$ cat src/rtl/ptedb_pkg.sv
// shared types and codes for the presence tracker
// no dependencies
`timescale 1ns / 1ps

package ptedb_pkg;

    // item commands
    localparam logic [1:0] CMD_EXIT    = 2'd0;
    localparam logic [1:0] CMD_ENTRY   = 2'd1;
    localparam logic [1:0] CMD_REFRESH = 2'd2;
    localparam logic [1:0] CMD_TICK    = 2'd3;

    // result kinds
    localparam logic [2:0] KIND_ENTRY    = 3'd0;
    localparam logic [2:0] KIND_HANDOVER = 3'd1;
    localparam logic [2:0] KIND_EXIT     = 3'd2;
    localparam logic [2:0] KIND_TICK     = 3'd3;
    localparam logic [2:0] KIND_FULL     = 3'd4;

    // configuration register indexes
    localparam logic [1:0] CFG_EXIT_WINDOW = 2'd0;
    localparam logic [1:0] CFG_SILENCE_THR = 2'd1;
    localparam logic [1:0] CFG_TELEM_EN    = 2'd2;

    // commands from controller to datapath
    typedef struct packed {
        logic load;
        logic sweep;
        logic act;
        logic flush;
    } ctl_t;

    // one result item
    typedef struct packed {
        logic [2:0]  kind;
        logic [31:0] user_key;
        logic [7:0]  from_host;
        logic [7:0]  to_host;
        logic [31:0] observed_at;
        logic [15:0] sample_count;
        logic [31:0] silent_total;
    } result_t;

endpackage

$ cat src/rtl/ptedb_ctrl.sv
// sequencer: accept, sweep every slot, act on the item, flush the last result
// depends on ptedb_pkg
`timescale 1ns / 1ps

module ptedb_ctrl #(
    parameter int TABLE_DEPTH = 16,
    parameter int SLOT_W      = 4
) (
    input  logic                clk,
    input  logic                rst_n,
    input  logic                start,
    output logic                busy,
    output ptedb_pkg::ctl_t     ctl,
    output logic [SLOT_W-1:0]   slot
);

    localparam logic [1:0] ST_IDLE  = 2'd0;
    localparam logic [1:0] ST_SWEEP = 2'd1;
    localparam logic [1:0] ST_ACT   = 2'd2;
    localparam logic [1:0] ST_FLUSH = 2'd3;
    localparam logic [SLOT_W-1:0] SLOT_LAST = SLOT_W'(TABLE_DEPTH - 1);

    logic [1:0]        state_reg, state_next;
    logic [SLOT_W-1:0] slot_reg, slot_next;

    // next state and slot counter
    always_comb
    begin
        state_next = state_reg;
        slot_next  = slot_reg;
        unique case (state_reg)
            ST_IDLE:
            begin
                slot_next = '0;
                if (start)
                begin
                    state_next = ST_SWEEP;
                end
            end
            ST_SWEEP:
            begin
                if (slot_reg == SLOT_LAST)
                begin
                    state_next = ST_ACT;
                end
                else
                begin
                    slot_next = slot_reg + 1'b1;
                end
            end
            ST_ACT:   state_next = ST_FLUSH;
            ST_FLUSH: state_next = ST_IDLE;
            default:  state_next = ST_IDLE;
        endcase
    end

    always_ff @(posedge clk or negedge rst_n)
    begin
        if (!rst_n)
        begin
            state_reg <= ST_IDLE;
            slot_reg  <= '0;
        end
        else
        begin
            state_reg <= state_next;
            slot_reg  <= slot_next;
        end
    end

    // commands to the datapath
    assign busy      = (state_reg != ST_IDLE);
    assign ctl.load  = (state_reg == ST_IDLE) && start;
    assign ctl.sweep = (state_reg == ST_SWEEP);
    assign ctl.act   = (state_reg == ST_ACT);
    assign ctl.flush = (state_reg == ST_FLUSH);
    assign slot      = slot_reg;

endmodule

$ cat src/rtl/ptedb_dp.sv
// user table, configuration registers and result registers
// depends on ptedb_pkg
`timescale 1ns / 1ps

module ptedb_dp #(
    parameter int TABLE_DEPTH = 16,
    parameter int SLOT_W      = 4
) (
    input  logic                 clk,
    input  logic                 rst_n,
    input  ptedb_pkg::ctl_t      ctl,
    input  logic [SLOT_W-1:0]    slot,
    input  logic                 cfg_we,
    input  logic [1:0]           cfg_index,
    input  logic [31:0]          cfg_data,
    input  logic [1:0]           cmd,
    input  logic [31:0]          user_id,
    input  logic [7:0]           host_id,
    input  logic [15:0]          samples,
    input  logic [31:0]          first_seen,
    input  logic [31:0]          frame_time,
    input  logic [31:0]          now,
    output logic                 res_valid,
    output ptedb_pkg::result_t   res,
    output logic                 res_last
);

    localparam int TICK_W = $clog2(TABLE_DEPTH + 1);

    // configuration
    logic [31:0] exit_window_reg;
    logic [31:0] silence_thr_reg;
    logic        telem_en_reg;

    // table: valid bits with reset, payload without
    logic [TABLE_DEPTH-1:0] entry_valid_reg;
    logic [TABLE_DEPTH-1:0] hold_active_reg;
    logic [TABLE_DEPTH-1:0] silence_marked_reg;
    logic [31:0] entry_user_reg    [TABLE_DEPTH];
    logic [7:0]  entry_host_reg    [TABLE_DEPTH];
    logic [31:0] hold_deadline_reg [TABLE_DEPTH];
    logic [15:0] hold_samples_reg  [TABLE_DEPTH];
    logic [31:0] hold_first_reg    [TABLE_DEPTH];
    logic [31:0] last_seen_reg     [TABLE_DEPTH];
    logic [31:0] silent_count_reg;

    // captured item
    logic [1:0]  cmd_reg;
    logic [31:0] user_reg;
    logic [7:0]  host_reg;
    logic [15:0] smp_reg;
    logic [31:0] first_reg;
    logic [31:0] ftime_reg;
    logic [31:0] now_reg;

    // sweep findings
    logic              found_reg;
    logic [SLOT_W-1:0] found_slot_reg;
    logic              free_reg;
    logic [SLOT_W-1:0] free_slot_reg;
    logic [TICK_W-1:0] tick_add_reg;

    // held result and output registers
    logic                pend_valid_reg;
    ptedb_pkg::result_t  pend_reg;
    logic                out_valid_reg;
    logic                out_last_reg;
    ptedb_pkg::result_t  out_reg;

    // per-slot checks during the sweep
    logic        sw_valid, sw_expired, sw_live, sw_match, sw_silent;
    logic [31:0] sw_gap;
    always_comb
    begin
        sw_valid   = entry_valid_reg[slot];
        sw_expired = sw_valid && hold_active_reg[slot]
                     && (now_reg >= hold_deadline_reg[slot]);
        sw_live    = sw_valid && !sw_expired;
        sw_match   = sw_live && (entry_user_reg[slot] == user_reg);
        sw_gap     = now_reg - last_seen_reg[slot];
        sw_silent  = (cmd_reg == ptedb_pkg::CMD_TICK) && telem_en_reg && sw_live
                     && !silence_marked_reg[slot]
                     && (now_reg >= last_seen_reg[slot]) && (sw_gap > silence_thr_reg);
    end

    // act step helpers
    logic [32:0] dl_sum;
    logic [31:0] dl_sat;
    logic [31:0] count_sum;
    logic [7:0]  fs_host;
    always_comb
    begin
        dl_sum    = {1'b0, now_reg} + {1'b0, exit_window_reg};
        dl_sat    = dl_sum[32] ? 32'hFFFF_FFFF : dl_sum[31:0];
        count_sum = silent_count_reg + 32'(tick_add_reg);
        fs_host   = entry_host_reg[found_slot_reg];
    end

    // result produced this cycle
    logic               new_valid;
    ptedb_pkg::result_t new_res;
    always_comb
    begin
        new_valid            = 1'b0;
        new_res              = '0;
        new_res.silent_total = silent_count_reg;
        new_res.user_key     = user_reg;
        new_res.to_host      = host_reg;
        new_res.observed_at  = first_reg;
        new_res.sample_count = smp_reg;
        if (ctl.sweep)
        begin
            new_valid            = sw_expired;
            new_res.kind         = ptedb_pkg::KIND_EXIT;
            new_res.user_key     = entry_user_reg[slot];
            new_res.from_host    = entry_host_reg[slot];
            new_res.to_host      = 8'd0;
            new_res.observed_at  = hold_first_reg[slot];
            new_res.sample_count = hold_samples_reg[slot];
        end
        else if (ctl.act)
        begin
            unique case (cmd_reg)
                ptedb_pkg::CMD_ENTRY:
                begin
                    if (!found_reg)
                    begin
                        new_valid    = 1'b1;
                        new_res.kind = free_reg ? ptedb_pkg::KIND_ENTRY
                                                : ptedb_pkg::KIND_FULL;
                    end
                    else if (fs_host != host_reg)
                    begin
                        new_valid         = 1'b1;
                        new_res.kind      = ptedb_pkg::KIND_HANDOVER;
                        new_res.from_host = fs_host;
                    end
                end
                ptedb_pkg::CMD_TICK:
                begin
                    new_valid    = 1'b1;
                    new_res      = '0;
                    new_res.kind = ptedb_pkg::KIND_TICK;
                    new_res.silent_total = count_sum;
                end
                default: new_valid = 1'b0;
            endcase
        end
    end

    // configuration writes
    always_ff @(posedge clk or negedge rst_n)
    begin
        if (!rst_n)
        begin
            exit_window_reg <= 32'd10000;
            silence_thr_reg <= 32'd60000;
            telem_en_reg    <= 1'b1;
        end
        else if (cfg_we)
        begin
            unique case (cfg_index)
                ptedb_pkg::CFG_EXIT_WINDOW: exit_window_reg <= cfg_data;
                ptedb_pkg::CFG_SILENCE_THR: silence_thr_reg <= cfg_data;
                ptedb_pkg::CFG_TELEM_EN:    telem_en_reg    <= cfg_data[0];
                default: ;
            endcase
        end
    end

    // sweep findings, cleared when an item is loaded
    always_ff @(posedge clk or negedge rst_n)
    begin
        if (!rst_n)
        begin
            found_reg    <= 1'b0;
            free_reg     <= 1'b0;
            tick_add_reg <= '0;
        end
        else if (ctl.load)
        begin
            found_reg    <= 1'b0;
            free_reg     <= 1'b0;
            tick_add_reg <= '0;
        end
        else if (ctl.sweep)
        begin
            if (sw_match)
            begin
                found_reg <= 1'b1;
            end
            if (!sw_live && !free_reg)
            begin
                free_reg <= 1'b1;
            end
            if (sw_silent)
            begin
                tick_add_reg <= tick_add_reg + 1'b1;
            end
        end
    end

    // item payload and slot numbers
    always_ff @(posedge clk)
    begin
        if (ctl.load)
        begin
            cmd_reg   <= cmd;
            user_reg  <= user_id;
            host_reg  <= host_id;
            smp_reg   <= samples;
            first_reg <= first_seen;
            ftime_reg <= frame_time;
            now_reg   <= now;
        end
        if (ctl.sweep && sw_match)
        begin
            found_slot_reg <= slot;
        end
        if (ctl.sweep && !sw_live && !free_reg)
        begin
            free_slot_reg <= slot;
        end
    end

    // table flags and silent count
    always_ff @(posedge clk or negedge rst_n)
    begin
        if (!rst_n)
        begin
            entry_valid_reg    <= '0;
            hold_active_reg    <= '0;
            silence_marked_reg <= '0;
            silent_count_reg   <= '0;
        end
        else if (ctl.sweep)
        begin
            if (sw_expired)
            begin
                entry_valid_reg[slot]    <= 1'b0;
                hold_active_reg[slot]    <= 1'b0;
                silence_marked_reg[slot] <= 1'b0;
            end
            if (sw_silent)
            begin
                silence_marked_reg[slot] <= 1'b1;
            end
        end
        else if (ctl.act)
        begin
            unique case (cmd_reg)
                ptedb_pkg::CMD_EXIT:
                begin
                    if (found_reg && fs_host == host_reg)
                    begin
                        hold_active_reg[found_slot_reg] <= 1'b1;
                    end
                end
                ptedb_pkg::CMD_ENTRY:
                begin
                    if (found_reg)
                    begin
                        hold_active_reg[found_slot_reg] <= 1'b0;
                    end
                    else if (free_reg)
                    begin
                        entry_valid_reg[free_slot_reg]    <= 1'b1;
                        hold_active_reg[free_slot_reg]    <= 1'b0;
                        silence_marked_reg[free_slot_reg] <= 1'b0;
                    end
                end
                ptedb_pkg::CMD_TICK: silent_count_reg <= count_sum;
                default: ;
            endcase
        end
    end

    // table payload
    always_ff @(posedge clk)
    begin
        if (ctl.act)
        begin
            unique case (cmd_reg)
                ptedb_pkg::CMD_EXIT:
                begin
                    if (found_reg && fs_host == host_reg)
                    begin
                        hold_deadline_reg[found_slot_reg] <= dl_sat;
                        hold_samples_reg[found_slot_reg]  <= smp_reg;
                        hold_first_reg[found_slot_reg]    <= first_reg;
                    end
                end
                ptedb_pkg::CMD_ENTRY:
                begin
                    if (found_reg)
                    begin
                        hold_samples_reg[found_slot_reg] <= 16'd0;
                        last_seen_reg[found_slot_reg]    <= now_reg;
                        entry_host_reg[found_slot_reg]   <= host_reg;
                    end
                    else if (free_reg)
                    begin
                        entry_user_reg[free_slot_reg]   <= user_reg;
                        entry_host_reg[free_slot_reg]   <= host_reg;
                        hold_samples_reg[free_slot_reg] <= 16'd0;
                        last_seen_reg[free_slot_reg]    <= now_reg;
                    end
                end
                ptedb_pkg::CMD_REFRESH:
                begin
                    if (found_reg && ftime_reg >= last_seen_reg[found_slot_reg])
                    begin
                        last_seen_reg[found_slot_reg] <= ftime_reg;
                    end
                end
                default: ;
            endcase
        end
    end

    // one result held back so the final one can carry last
    always_ff @(posedge clk or negedge rst_n)
    begin
        if (!rst_n)
        begin
            pend_valid_reg <= 1'b0;
            out_valid_reg  <= 1'b0;
            out_last_reg   <= 1'b0;
        end
        else
        begin
            out_valid_reg <= 1'b0;
            out_last_reg  <= 1'b0;
            if (ctl.flush)
            begin
                out_valid_reg  <= pend_valid_reg;
                out_last_reg   <= pend_valid_reg;
                pend_valid_reg <= 1'b0;
            end
            else if (new_valid)
            begin
                out_valid_reg  <= pend_valid_reg;
                pend_valid_reg <= 1'b1;
            end
        end
    end

    always_ff @(posedge clk)
    begin
        if (ctl.flush || new_valid)
        begin
            out_reg <= pend_reg;
        end
        if (new_valid && !ctl.flush)
        begin
            pend_reg <= new_res;
        end
    end

    assign res_valid = out_valid_reg;
    assign res_last  = out_last_reg;
    assign res       = out_reg;

endmodule

$ cat src/rtl/presence_tracker_exit_debounce_core.sv
// Presence tracker with exit debounce.
// Items enter on start when busy is low; cmd selects exit, entry, refresh
// or tick, and the other input ports carry the item's fields.
// Each item sweeps the user table one slot per cycle, reporting and
// removing users whose exit hold has expired, then acts on the item and
// flushes its final result. busy is high through the sweep, act and flush
// steps, and no new item is taken until busy falls.
// Results appear on the output ports for one cycle each, marked by valid,
// with last high on the final result of an item; an item gives zero to
// TABLE_DEPTH + 1 results. The receiver cannot stall the block.
// Configuration must be written through cfg_we, cfg_index and cfg_data
// while busy is low; the block itself does not enforce this. Reset clears
// the table, the silent count and the configuration to its defaults;
// the block is ready at once.
// depends on ptedb_pkg, ptedb_ctrl, ptedb_dp
`timescale 1ns / 1ps

module presence_tracker_exit_debounce_core #(
    parameter int TABLE_DEPTH = 16
) (
    input  logic        clk,
    input  logic        rst_n,
    input  logic        start,
    output logic        busy,
    input  logic        cfg_we,
    input  logic [1:0]  cfg_index,
    input  logic [31:0] cfg_data,
    input  logic [1:0]  cmd,
    input  logic [31:0] user_id,
    input  logic [7:0]  host_id,
    input  logic [15:0] samples,
    input  logic [31:0] first_seen,
    input  logic [31:0] frame_time,
    input  logic [31:0] now,
    output logic        valid,
    output logic [2:0]  kind,
    output logic [31:0] user_key,
    output logic [7:0]  from_host,
    output logic [7:0]  to_host,
    output logic [31:0] observed_at,
    output logic [15:0] sample_count,
    output logic [31:0] silent_total,
    output logic        last
);

    localparam int SLOT_W = (TABLE_DEPTH > 1) ? $clog2(TABLE_DEPTH) : 1;

    ptedb_pkg::ctl_t    ctl;
    logic [SLOT_W-1:0]  slot;
    ptedb_pkg::result_t res;

    // sequencer
    ptedb_ctrl #(
        .TABLE_DEPTH (TABLE_DEPTH),
        .SLOT_W      (SLOT_W)
    ) u_ctrl (
        .clk   (clk),
        .rst_n (rst_n),
        .start (start),
        .busy  (busy),
        .ctl   (ctl),
        .slot  (slot)
    );

    // table and results
    ptedb_dp #(
        .TABLE_DEPTH (TABLE_DEPTH),
        .SLOT_W      (SLOT_W)
    ) u_dp (
        .clk        (clk),
        .rst_n      (rst_n),
        .ctl        (ctl),
        .slot       (slot),
        .cfg_we     (cfg_we),
        .cfg_index  (cfg_index),
        .cfg_data   (cfg_data),
        .cmd        (cmd),
        .user_id    (user_id),
        .host_id    (host_id),
        .samples    (samples),
        .first_seen (first_seen),
        .frame_time (frame_time),
        .now        (now),
        .res_valid  (valid),
        .res        (res),
        .res_last   (last)
    );

    assign kind         = res.kind;
    assign user_key     = res.user_key;
    assign from_host    = res.from_host;
    assign to_host      = res.to_host;
    assign observed_at  = res.observed_at;
    assign sample_count = res.sample_count;
    assign silent_total = res.silent_total;

endmodule

$ cat config.mk
export PLATFORM = sky130hd
export DESIGN_NAME = presence_tracker_exit_debounce_core
export DESIGN_NICKNAME = d
export VERILOG_FILES = /design/src/rtl/ptedb_pkg.sv /design/src/rtl/ptedb_ctrl.sv /design/src/rtl/ptedb_dp.sv /design/src/rtl/presence_tracker_exit_debounce_core.sv
export SDC_FILE = /design/constraint.sdc
export NUM_CORES = 2
export LEC_CHECK = 0
export BUFFER_PORTS_ARGS = -buffer_cell sky130_fd_sc_hd__buf_2
export CORE_ASPECT_RATIO = 1.1
export CORE_UTILIZATION = 55
export DETAILED_ROUTE_END_ITERATION = 12
export PLACE_DENSITY = 0.72
export SYNTH_ARGS = -nofsm -noshare
export SYNTH_HDL_FRONTEND = slang
export SYNTH_SLANG_ARGS = --single-unit
$ cat constraint.sdc
create_clock -name clk -period 15.5 [get_ports clk]
set_input_delay 4.65 -clock clk [delete_from_list [all_inputs] [get_ports clk]]
set_output_delay 4.65 -clock clk [all_outputs]
set_load 0.02 [all_outputs]
Word level (Yosys, flattened, before mapping)
Memory sizes are Yosys's and may differ from the RTL's. A register that Yosys moved wholly into a read port is not among the register bits.
Index checks and enable logic that the tools add are counted.

word-level totals
  bits in registers = 585
  bits in writable memories = 2,432
  bits of input ports = 192
  output and inout port bits = 134
  logic and storage cells = 251
  memories kept = 6

cells by class
  add/subtract/negate cells = 5
  $lt $le $gt $ge = 10
  equality and inequality tests = 19
  muxes and demuxes = 100
  bitwise logic cells = 16
  reduce and logical (&&, ||, !) cells = 56

memory list
  memory                  words  width  read ports  clocked after memory_dff  write ports  RTL line        source
  u_dp.entry_user_reg     16     32     1           0                         1            ptedb_dp.sv:39  logic [31:0] entry_user_reg [TABLE_DEPTH];
  u_dp.hold_deadline_reg  16     32     1           0                         1            ptedb_dp.sv:41  logic [31:0] hold_deadline_reg [TABLE_DEPTH];
  u_dp.hold_first_reg     16     32     1           0                         1            ptedb_dp.sv:43  logic [31:0] hold_first_reg [TABLE_DEPTH];
  u_dp.last_seen_reg      16     32     2           1                         1            ptedb_dp.sv:44  logic [31:0] last_seen_reg [TABLE_DEPTH];
  u_dp.hold_samples_reg   16     16     1           0                         1            ptedb_dp.sv:42  logic [15:0] hold_samples_reg [TABLE_DEPTH];
  u_dp.entry_host_reg     16     8      2           1                         1            ptedb_dp.sv:40  logic [7:0] entry_host_reg [TABLE_DEPTH];

operator list
  cell                                                 count
  2-to-1 mux 16 bit                                    22
  2-to-1 mux 32 bit                                    5
  2-to-1 mux 130 bit                                   1
  AND 16 bit                                           6
  >= comparator 32 bit                                 3
  2-to-1 mux 96 bit                                    1
  2-to-1 mux 88 bit                                    1
  NOT 16 bit                                           3
  bitwise OR 16 bit                                    3
  2-to-1 mux 1 bit                                     42
  adder 32 x 32 -> 33 bit                              1
  adder 32 x 5 -> 32 bit                               1
  == test 32 bit                                       1
  > comparator 32 bit                                  1
  2-to-1 mux 8 bit                                     4
  case mux 16 bit (2 select lines)                     1
  OR reduction 32 bit                                  1
  subtractor 32 bit                                    1
  2-to-1 mux 4 bit                                     6
  logical AND 1 bit                                    20
  nonzero test 2 bit                                   10
  AND reduction 2 bit                                  8
  OR reduction 16 bit                                  1
  < comparator 4 x 5 -> 1 bit (second input constant)  3
  other kinds (32)                                     60

Longest topological paths before layout
  depth after elaboration = 13
  mapped depth = 32
  depth with buffers taken out = 23

Modules after synthesis
A second synthesis with hierarchy kept.

unflattened totals
  cells, all modules = 6,334
  area total of the unflattened synthesis = 126,224.8 µm²

modules (own cells, without submodules)
  module      times used  cells an instance  area an instance (µm²)  sequential area each (µm²)
  ptedb_dp    1           6,299              125,848.2               89,737.3
  ptedb_ctrl  1           35                 376.6                   150.1

Worst setup path before layout
Ideal clock, no wire load.

  kind = register -> register
  from = register u_ctrl.slot_reg[0], in the netlist u_ctrl.slot[0]
  to = register u_dp.pend_reg[0] (netlist bit) (enable)
  arrival = 10,377 ps
  data required time = 14,862 ps
  path slack = 4,485 ps
  cell stages (with the launch flop) = 21
  path buffers = 8
  cell sequence = dfrtp_1 > buf_6 > buf_6 > buf_4 > buf_4 > buf_2 > clkbuf_1 > clkbuf_1 > buf_2 > mux4_2 > mux4_2 > inv_1 > ha_1 > and4_1 > and3_1 > o211ai_1 > a21oi_1 > o21a_1 > o21a_1 > a32o_1 > nor2b_1

on the way
  word-level cells in the longest chain between the ends = 6
  elaborated cells on any way between the ends = 10

RTL lines
  what                                                               RTL line          source
  start, declared                                                    ptedb_ctrl.sv:24  logic [SLOT_W-1:0] slot_reg, slot_next;
  start signal, assigned                                             ptedb_ctrl.sv:67  slot_reg <= slot_next;
  branches (longest 3 deep; another with memory read (16 x 32 bit))  -
  logical AND 1 bit *                                                ptedb_dp.sv:77    && (now_reg >= hold_deadline_reg[slot]);
  2-to-1 mux 1 bit *                                                 ptedb_dp.sv:111   if (ctl.sweep)
  logical AND 1 bit *                                                ptedb_dp.sv:354   if (new_valid && !ctl.flush)
  end signal, assigned                                               ptedb_dp.sv:356   pend_reg <= new_res;
  end, declared                                                      ptedb_dp.sv:65    ptedb_pkg::result_t pend_reg;

Mark *: on every way between the ends. The select of a mux whose other input is x is not followed.
A chain may end at the register's enable or synchronous reset.

Worst setup path in the final report
  from = register u_ctrl.slot_reg[0], in the netlist u_ctrl.slot[0]
  to = register u_dp.silence_marked_reg[3]

on the way
  word-level cells in the longest chain between the ends = 12
  elaborated cells on any way between the ends = 33

RTL lines
  what                                                                RTL line         source
  branches (longest 10 deep; another with memory read (16 x 32 bit))  -
  2-to-1 mux 16 bit *                                                 ptedb_dp.sv:244  if (sw_silent)
  2-to-1 mux 16 bit *                                                 ptedb_dp.sv:236  else if (ctl.sweep)
  end signal, assigned                                                ptedb_dp.sv:233  silence_marked_reg <= '0;
  end signal, assigned by index                                       ptedb_dp.sv:242  silence_marked_reg[slot] <= 1'b0;
  end signal, assigned by index                                       ptedb_dp.sv:246  silence_marked_reg[slot] <= 1'b1;
  end, declared                                                       ptedb_dp.sv:38   logic [TABLE_DEPTH-1:0] silence_marked_reg;

Marked as above.

==> metrics.csv <==
metric,value,unit
fin_ws,6520,ps
ant_nets,0,
post-route-util,62.3,%
end_kind,flop,
fin_nets,7254,
slowest_delay,890,ps
ios,326,
drt_first_pass_iters,5,
fmax,111,MHz
dpl.cell_count,9634,
ys_types,84,
synthArstFlopShare,5.33,%
hold_viol,0,
multi_input_area,0.0350,mm^2
powerDensity,166,mW/mm^2
register_area,0.0899,mm^2
rows,184,
status,finished clean,
slew_violations,0,
io_buffers,325,
setup_viol,0,
crit_required,16340,ps
drc,0,
cp_max_fo,51,
synth_area,0.126,mm^2
period_share,58.0,%
clock_path_buffers,4,
final_layout_size_suffix_gt1_share,29.7,%
insertion_delay,980,ps
tightest_slew,1260,ps
synth_sequential_area_ratio,71.1,%
fill_cells,15626,
synthTopCellsByCount,"2856 x edfxtp_1, 901 x mux4_2, 221 x nand2_1",
drt_wl_total,316000,um
grt_pass1_vias,67386,
placed_area,0.133,mm^2
core,0.229,mm^2
gp_congestion,0.917,
cp.arrival,9820,ps
yosys.area.top_type,edfxtp_1,
drv_cap,0,
clk_pin_slew,60,ps
synthCells,6395,
max-vdd-ir-drop,137,uV
finClkSkew,76.0,ps
worstHoldPathType,reg2reg,
clockRootBuffer,clkbuf_16,
cts.htree.levels,5,
min_period,8980,ps
area_delta_synth_final,12.6,%
num_vias,66512,
clkSinkCount,3021,
p_leak,46.6,nW
final_cell_area,0.142,mm^2
pre_cts_slack,6530,ps
rsz0062_at_grt,false,
ys_warn_count,0,
synth_top_area_share,67.8,%
cp_slowest_cell,buf_4,
grt.overflow.total,0,
die_area,0.232,mm^2
die_w,459,um
syn_area_per_cell,19.8,um^2
start_kind,flop,
synth-seq-cells,3021,
routed_via_density,6.53,
wl_per_cell,31.0,um
post_cts_resized,0,
final_cells,10184,
cts_setup_buffers,0,
start_util,55.3,%
hpwl,180000,um
grt_max_degree,138,
tritoncts,built,
syn_nets,6766,
max_slew_margin,15.8,%
grt.total_usage,27.3,%
synth_edf_count,2856,
antenna_found_initial,12,
cts_hold_buf,0,
synth_area_leaders,"edfxtp_1 68%, mux4_2 16%, dfrtp_1 2.9%",
drtIter0Drc,8037,
crit_top_cell,o21ai_0,
synth.most_common_cell,edfxtp_1,
path_class,reg2reg,
synthFlopType,edfxtp_1,
grt_pass1_wl,458000,um
tns,0,ps
cts_made_buffers,316,
fp.dieH,505,um
[metrics by stage]
stage | power (mW) | hold slack (ps)
final | 23.7 | 396
after floorplan | 14.6 | 400
after global routing | 24.5 | 403
after global placement | 16.4 | 403
after detailed placement | 16.5 | 405
after CTS | 23.8 | 399
[placed cells by master, fill, tap and decap left out, types with 17 or more instances in the layout]
cell type  instances
a22oi_1           23
clkbuf_16        323
and3_1            19
nor2_1           127
nand3_1           61
mux4_2           901
inv_1            191
clkinv_1          49
o221ai_1          18
a31oi_1           20
xnor2_1           77
clkinv_2          50
nand2b_1          25
buf_4            179
ha_1             175
clkbuf_1          54
mux2i_1          102
nor3_1            25
bufinv_16         25
dfrtp_1          144
xor2_1            63
nand2_1          221
nor3_2            22
a22o_1            64
nand4_1           48
and2_1            34
a221oi_1          17
nor2b_1           27
edfxtp_1        2856
a21oi_1          128
nor2_4            22
o21ai_0          192
buf_2            324
mux2_2           133
a21o_1            42
[power by group]
group	internal (mW)	switching [mW]
registers	10.1	0.435
clock network	4.25	3.05
logic	2.35	3.48
[final cells by class]
| class | count | share of cell area (%) |
|---|---|---|
| clock buffer | 384 | 5.88 |
| multi-input combinational | 2843 | 24.6 |
| inverter | 193 | 0.514 |
| clock inverter | 157 | 1.04 |
| timing repair buffer | 508 | 2.15 |
| sequential | 3021 | 63.1 |
| antenna | 9 | 0.0158 |
| tap | 3069 | 2.70 |
[worst paths after layout]
kind,from,to,slack (ps),cells past startpoint
max in group asynchronous,rst_n,u_dp.exit_window_reg[24]$_DFFE_PN0P_,9800,3
min in group asynchronous,rst_n,u_dp.silent_count_reg[11]$_DFFE_PN0P_,3580,1
setup / recovery,u_ctrl.slot[0]$_DFFE_PN0P_,u_dp.silence_marked_reg[3]$_DFFE_PN0P_,6520,25
hold / removal,u_dp.pend_reg[94]$_DFFE_PP_,u_dp.res[94]$_DFFE_PP_,400,0
setup reg to reg,u_ctrl.slot[0]$_DFFE_PN0P_,u_dp.silence_marked_reg[3]$_DFFE_PN0P_,6520,25
hold reg to reg,u_dp.pend_reg[94]$_DFFE_PP_,u_dp.res[94]$_DFFE_PP_,400,0
[worst max-delay path: cells and delay by family, from the launching register on]
family                     cells  cell delay [ps]
and+or+nand+nor                8             2120
DFF                            1              870
buffers and inverters          3             1690
muxes                          2             1090
AOI/OAI and AO/OA             10             2570
adders and majority gates      2              410
[cells by family after synthesis]
logic type                 Yosys count  synth area share [%]
AOI/OAI and AO/OA                  688                  3.63
xor gates and xnor gates           140                 0.969
adders and majority gates          179                  1.79
buffers and inverters              531                  1.74
DFF                               3021                  71.1
muxes                             1142                  18.1
and+or+nand+nor                    694                  2.65
[per-layer routing]
layer,wire (um),track usage [%]
met4,11300,10.0
met3,27400,4.70
met1,122000,37.7
met2,155000,44.1
met5,50,0
(Power assumes the default switching activity.)
